<file path="config.mk">
export PLATFORM = sky130hd
export DESIGN_NAME = mwp_ctrl
export DESIGN_NICKNAME = d
export VERILOG_FILES = /design/src/mwp_pkg.sv /design/src/mwp_ctrl.sv
export SDC_FILE = /design/constraint.sdc
export NUM_CORES = 1
export LEC_CHECK = 0
export ABC_AREA = 1
export BUFFER_PORTS_ARGS = -buffer_cell sky130_fd_sc_hd__buf_2
export CAP_MARGIN = 20
export CORE_MARGIN = 2
export CORE_UTILIZATION = 35
export DETAILED_ROUTE_END_ITERATION = 7
export HOLD_SLACK_MARGIN = 0.02
export PLACE_DENSITY_LB_ADDON = 0.3
export SETUP_SLACK_MARGIN = 0.05
export SLEW_MARGIN = 20
export SYNTH_ARGS = -nofsm -noshare
export SYNTH_HDL_FRONTEND = slang
export SYNTH_SLANG_ARGS = --single-unit
</file>
<file path="constraint.sdc">
create_clock -name clk -period 2.5 [get_ports clk]
set_input_delay 0.125 -clock clk [delete_from_list [all_inputs] [get_ports clk]]
set_output_delay 0.125 -clock clk [all_outputs]
set_load 0.01 [all_outputs]
</file>
<file path="src/mwp_pkg.sv">
package mwp_pkg;

    localparam int PIXEL_COUNT_LOG2_DEF = 24;
    localparam int PEL_WIDTH_DEF = 16;
    localparam int BPP_W = 5;
    localparam logic [BPP_W-1:0] BPP_RESET = 5'd8;
    localparam int PSNR_W = 16;
    localparam int LOG_W = 22;
    localparam logic [31:0] TEN_LOG10_2_Q24 = 32'd50504453;
    localparam logic [PSNR_W-1:0] ZERO_ERR_PSNR = 16'd25600;

    localparam logic [1:0] LOG_SEL_PEAK = 2'd0;
    localparam logic [1:0] LOG_SEL_TOT = 2'd1;
    localparam logic [1:0] LOG_SEL_SSE = 2'd2;

    typedef struct packed {
        logic clear;
        logic start;
        logic div_step;
        logic log_load;
        logic log_step;
        logic [1:0] log_sel;
        logic fin;
    } cmd_t;

endpackage

</file>
<file path="src/mwp_ctrl.sv">
module mwp_ctrl (
    input  logic clk,
    input  logic rst_n,
    input  logic in_fire,
    input  logic in_last,
    input  logic out_fire,
    output logic in_ready,
    output logic out_valid,
    output mwp_pkg::cmd_t cmd
);
    localparam logic [2:0] S_RUN = 3'd0;
    localparam logic [2:0] S_DRAIN = 3'd1;
    localparam logic [2:0] S_DIV = 3'd2;
    localparam logic [2:0] S_LOG = 3'd3;
    localparam logic [2:0] S_FIN = 3'd4;

    logic [2:0] state_reg, state_next;
    logic [6:0] cnt_reg, cnt_next;
    logic [1:0] sel_reg, sel_next;
    logic ov_reg, ov_next;

    assign in_ready = (state_reg == S_RUN) && !ov_reg;
    assign out_valid = ov_reg;

    always_comb
    begin
        state_next = state_reg;
        cnt_next = cnt_reg;
        sel_next = sel_reg;
        ov_next = ov_reg && !out_fire;
        cmd = '0;
        unique case (state_reg)
            S_RUN:
            begin
                if (in_fire && in_last)
                begin
                    state_next = S_DRAIN;
                    cnt_next = 7'd2;
                end
            end
            S_DRAIN:
            begin
                cnt_next = cnt_reg - 7'd1;
                if (cnt_reg == 7'd0)
                begin
                    cmd.start = 1'b1;
                    cmd.clear = 1'b1;
                    state_next = S_DIV;
                    cnt_next = 7'd71;
                end
            end
            S_DIV:
            begin
                cmd.div_step = 1'b1;
                cnt_next = cnt_reg - 7'd1;
                if (cnt_reg == 7'd0)
                begin
                    state_next = S_LOG;
                    sel_next = mwp_pkg::LOG_SEL_PEAK;
                    cnt_next = 7'd17;
                end
            end
            S_LOG:
            begin
                cmd.log_sel = sel_reg;
                cnt_next = cnt_reg - 7'd1;
                if (cnt_reg == 7'd17)
                    cmd.log_load = 1'b1;
                else if (cnt_reg != 7'd0)
                    cmd.log_step = 1'b1;
                else
                begin
                    cnt_next = 7'd16;
                    if (sel_reg == mwp_pkg::LOG_SEL_SSE)
                        state_next = S_FIN;
                    else
                    begin
                        cmd.log_load = 1'b1;
                        sel_next = sel_reg + 2'd1;
                        cmd.log_sel = sel_reg + 2'd1;
                    end
                end
            end
            S_FIN:
            begin
                if (!ov_reg)
                begin
                    cmd.log_sel = mwp_pkg::LOG_SEL_SSE;
                    cmd.fin = 1'b1;
                    ov_next = 1'b1;
                    state_next = S_RUN;
                end
            end
            default:
                state_next = S_RUN;
        endcase
    end

    always_ff @(posedge clk or negedge rst_n)
    begin
        if (!rst_n)
        begin
            state_reg <= S_RUN;
            cnt_reg <= '0;
            sel_reg <= '0;
            ov_reg <= 1'b0;
        end
        else
        begin
            state_reg <= state_next;
            cnt_reg <= cnt_next;
            sel_reg <= sel_next;
            ov_reg <= ov_next;
        end
    end

endmodule

</file>
# Word-level counts from Yosys, hierarchy flattened
# Cells that the tools add are included.
totals:
  regBits: 13
  inputBits: 5
  output_inout_bits: 10
  elab_cells: 65
op_classes:
  add_sub_neg: 2
  eq_ne: 13
  n_mux: 33
  reduce_logical: 13
op_table:
  columns: ["cell", "n"]
  rows:
  - ["two-way mux 7 bit", 5]
  - ["one-hot mux 7 bit (4 select lines)", 1]
  - ["two-way mux 3 bit", 9]
  - ["one-hot mux 3 bit (5 select lines)", 1]
  - ["two-way mux 2 bit", 7]
  - ["inequality test 2 bit, second input constant", 6]
  - ["two-way mux 1 bit", 8]
  - ["one-hot mux 2 bit (2 select lines)", 2]
  - ["equality test 7 x 5 -> 1 bit, second input constant", 1]
  - ["logical NOT 7 bit", 1]
  - ["AND reduction 7 bit", 1]
  - ["nonzero test 7 bit", 1]
  - ["subtractor 7 x 1 -> 7 bit, second input constant", 1]
  - ["equality test 3 x 2 -> 1 bit, second input constant", 2]
  - ["nonzero test 4 bit", 1]
  - ["equality test 3 x 1 -> 1 bit, second input constant", 1]
  - ["equality test 3 bit, second input constant", 1]
  - ["logical AND 1 bit", 3]
  - ["logical NOT 3 bit", 1]
  - ["AND reduction 3 bit", 1]
  - ["adder 2 x 1 -> 2 bit, second input constant", 1]
  - ["equality test 2 bit, second input constant", 1]
  - ["logical NOT 1 bit", 2]
  - ["inequality test 2 x 1 -> 1 bit, second input constant", 1]
  - ["other kinds (2)", 2]

# Logic depth before layout (Yosys ltp)
depth:
  depth_word: 5
  mapped_depth: 10
  depth_no_buf: 10

# Worst setup path before layout
# No wires, ideal clock.
synth_timing:
  kind: "register to output"
  start: "reg cnt_reg[0]"
  end: "out cmd[2] (netlist bit)"
  t_arrival_ns: 1.402
  required_time_ns: 2.375
  path_slack_ns: 0.973
  path_stages_with_launch: 9
  path_buffers: 0
  cell_sequence: "dfrtp_1 -> inv_1 -> ha_1 -> inv_1 -> nor2_1 -> nand3_4 -> nand2_2 -> o21ai_1 -> or2_1"
synth_rtl:
  columns: ["item", "line_no", "text"]
  rows:
  - ["start, declared", "mwp_ctrl.sv:18", "logic [6:0] cnt_reg, cnt_next;"]
  - ["start signal, assigned", "mwp_ctrl.sv:111", "cnt_reg <= cnt_next;"]
  - ["end, declared", "mwp_ctrl.sv:9", "output mwp_pkg::cmd_t cmd"]

==> impl_metrics.yaml <==
timing:
  tightestPinTransition_ns: 0.337
  setup_violations: 0
  period_needed_ns: 2.12
  timing.final.crit_share_pct: 84.7
  fin_skew_ns: 0.00418
  grt_setup_unrepaired: "false"
  finalMaxSlewViolations: 0
  fmax_mhz: 472
  hold_slack_ns: 0.254
  hold_viol: 0
  tns_ns: 0
  max_slew_margin_pct: 77.5
worst_setup_path:
  arrival_ns: 1.99
  crit_required_ns: 2.38
  endpoint_kind: "output port"
  r2r_cells: 9
  start_kind: "flip-flop"
  critPathMaxFanout: 7
  crit_type: "reg2out"
drt:
  vias_per_cell: 4.88
  postRouteWirelength_microns: 2180
  drt-pass1-iter-count: 4
  wl_per_cell_microns: 12.1
  vias: 879
  drc: 0
  drt_iter0_drc: 23
  antenna_left: 0
clock_network:
  cts.clk_slew.worst_paths_ns: 0.09
  htreeDepth: 1
  cts.sink_count: 13
  insertion_delay_ns: 0.29
  max-clock-path-buffers: 2
  numCtsBuffers: 3
  cts_tree: "built"
  root_buffer: "clkbuf_4"
floorplan:
  coreArea_sq_mm: 0.00269
  die_width_microns: 56.7
  initial_core_util_pct: 36.2
  row_count: 19
  die_h_microns: 56.7
  die_area_sq_mm: 0.00322
  io_pins: 15
logic_synthesis:
  ys_ff_latch: 13
  synthCells: 131
  synth_common_cells: "nand2_1 (30), inv_1 (16), dfrtp_1 (13), nand3_1 (10), nor2_1 (9)"
  syn-cell-area_sq_um: 973
  yosys-top-cells-area: "dfrtp_1 (33%), nand2_1 (12%), ha_1 (6.4%)"
  synth-main-ff-cell: "dfrtp_1"
  syn_nets: 141
  yosysSeqAreaShare_pct: 33.4
  synth.most_common_cell: "nand2_1"
  synth_top_area_share_pct: 33.4
  yosysWarnings: 0
  synth_edf_count: 0
  synth.distinct_cells: 26
  syn_avg_cell_area_sq_um: 7.43
  synthArstFlopShare_pct: 100
  yosysTopAreaCell: "dfrtp_1"
power_and_ir_drop:
  cellPowerDensity_mw_per_mm2: 1060
  power_mw: 1.18
  p_leak_nw: 0.577
  ir_worst_vdd_mv: 0.519
flow_run:
  maxCapViolCount: 0
final_layout:
  drive_gt1_share_pct: 26.2
  diodes: 0
  largest_reg_flops: 7
  nets: 160
  area_delta_synth_final_pct: 14.8
global_route:
  grt-ovfl-total: 0
  antenna_found_initial: 0
  grtUsageTotal_pct: 15.5
  grt_first_pass_wirelength_microns: 3860
  grt_max_degree: 14
  grt_pass1_vias: 828
place:
  globalplace.congestion: 0.843
  port_buffers: 14
  dpl.hpwl_microns: 1760
run_status:
  status: "finished, final reports clean"
worst_hold_path:
  min_path_type: "in2async"
==> what timing repair did <==
item / CTS / global route
endpoints found under the hold margin: 14 / 0
setup endpoints to repair: 0 / 0
buffers inserted: 0 / 0
hold buffers: 2 / 0
gates resized for setup: 0 / 0
==> worst paths after layout <==
check	start	end	slack [ns]
worst max-delay path	cnt_reg[0]	cmd[2]	0.38
worst min-delay path	rst_n	cnt_reg[0]	0.25
worst max register to register	cnt_reg[0]	state_reg[0]	0.88
worst min register to register	sel_reg[0]	sel_reg[0]	0.49
max in group asynchronous	rst_n	cnt_reg[4]	2.01
min in group clk	in_last	cnt_reg[6]	0.27
==> power by group <==
group | total, mW | switching [mW] | leakage (nW) | internal [mW]
clock | 0.140 | 0.0802 | 0.0177 | 0.0595
combinational | 0.686 | 0.439 | 0.388 | 0.247
sequential | 0.353 | 0.0797 | 0.171 | 0.274
total | 1.18 | 0.599 | 0.577 | 0.580
==> critical path, stage by stage, from the launching register on <==
cell and delay [ns]:
dfrtp_1 0.41, inv_1 0.16, ha_1 0.20, inv_1 0.04, nor2_1 0.17, nand3_4 0.15, nand2_2 0.13, o21ai_1 0.09
or2_1 0.21, buf_2 0.14
==> layer usage <==
metal | share of wire, % | vias to the layer above | wire length, microns | track usage [%]
met2 | 51 | 11 | 1120 | 26.1
met4 | 0.60 | 0 | 13 | 3.99
met3 | 2.8 | 2 | 61 | 4.15
met5 | 0 | - | 0 | 0
met1 | 45 | 413 | 990 | 19.7
li1 | - | 453 | - | -
==> area by class of cell <==
class	count	area (sq um)
Fill cell	289	1570
Multi-Input combinational cell	97	564
Sequential cell	13	325
Timing Repair Buffer	16	90.1
Inverter	19	71.3
Tap cell	31	38.8
Clock buffer	3	22.5
Clock inverter	1	5.00
==> metrics by stage <==
step | area [sq um] | setup slack (ns) | utilization (%) | instances
after global placement | 1070 | 0.818 | 39.8 | 174
after detailed placement | 1070 | 0.672 | 39.8 | 174
final | 1120 | 0.382 | 41.6 | 180
after CTS | 1120 | 0.332 | 41.6 | 180
after floorplan | 973 | 0.973 | - | 131
after global routing | 1120 | 0.160 | 41.6 | 180
==> cells by family (layout without fill, tap and decap cells) <==
| logic type | Yosys count | count (layout) | synth area share, % |
|---|---|---|---|
| AND/OR/NAND/NOR | 70 | 70 | 36.1 |
| XOR/XNOR | 4 | 4 | 3.60 |
| adder cells (fa/ha/maj) | 5 | 5 | 6.43 |
| flip-flops | 13 | 13 | 33.4 |
| buffers and inverters | 21 | 39 | 8.61 |
| AO/OA/AOI/OAI | 18 | 18 | 11.8 |
==> cell usage in the layout (no fill, tap or decap), drive strengths merged <==
| master | n |
|---|---|
| a21oi | 2 |
| a31oi | 1 |
| and2 | 1 |
| buf | 14 |
| clkbuf | 3 |
| clkinv | 1 |
| dfrtp | 13 |
| dlygate4sd3 | 2 |
| ha | 5 |
| inv | 19 |
| nand2 | 35 |
| nand3 | 11 |
| nand4 | 3 |
| nor2 | 17 |
| nor3 | 2 |
| o211ai | 2 |
| o21ai | 12 |
| o21bai | 1 |
| or2 | 1 |
| xor2 | 4 |
(Power assumes the default switching activity.)
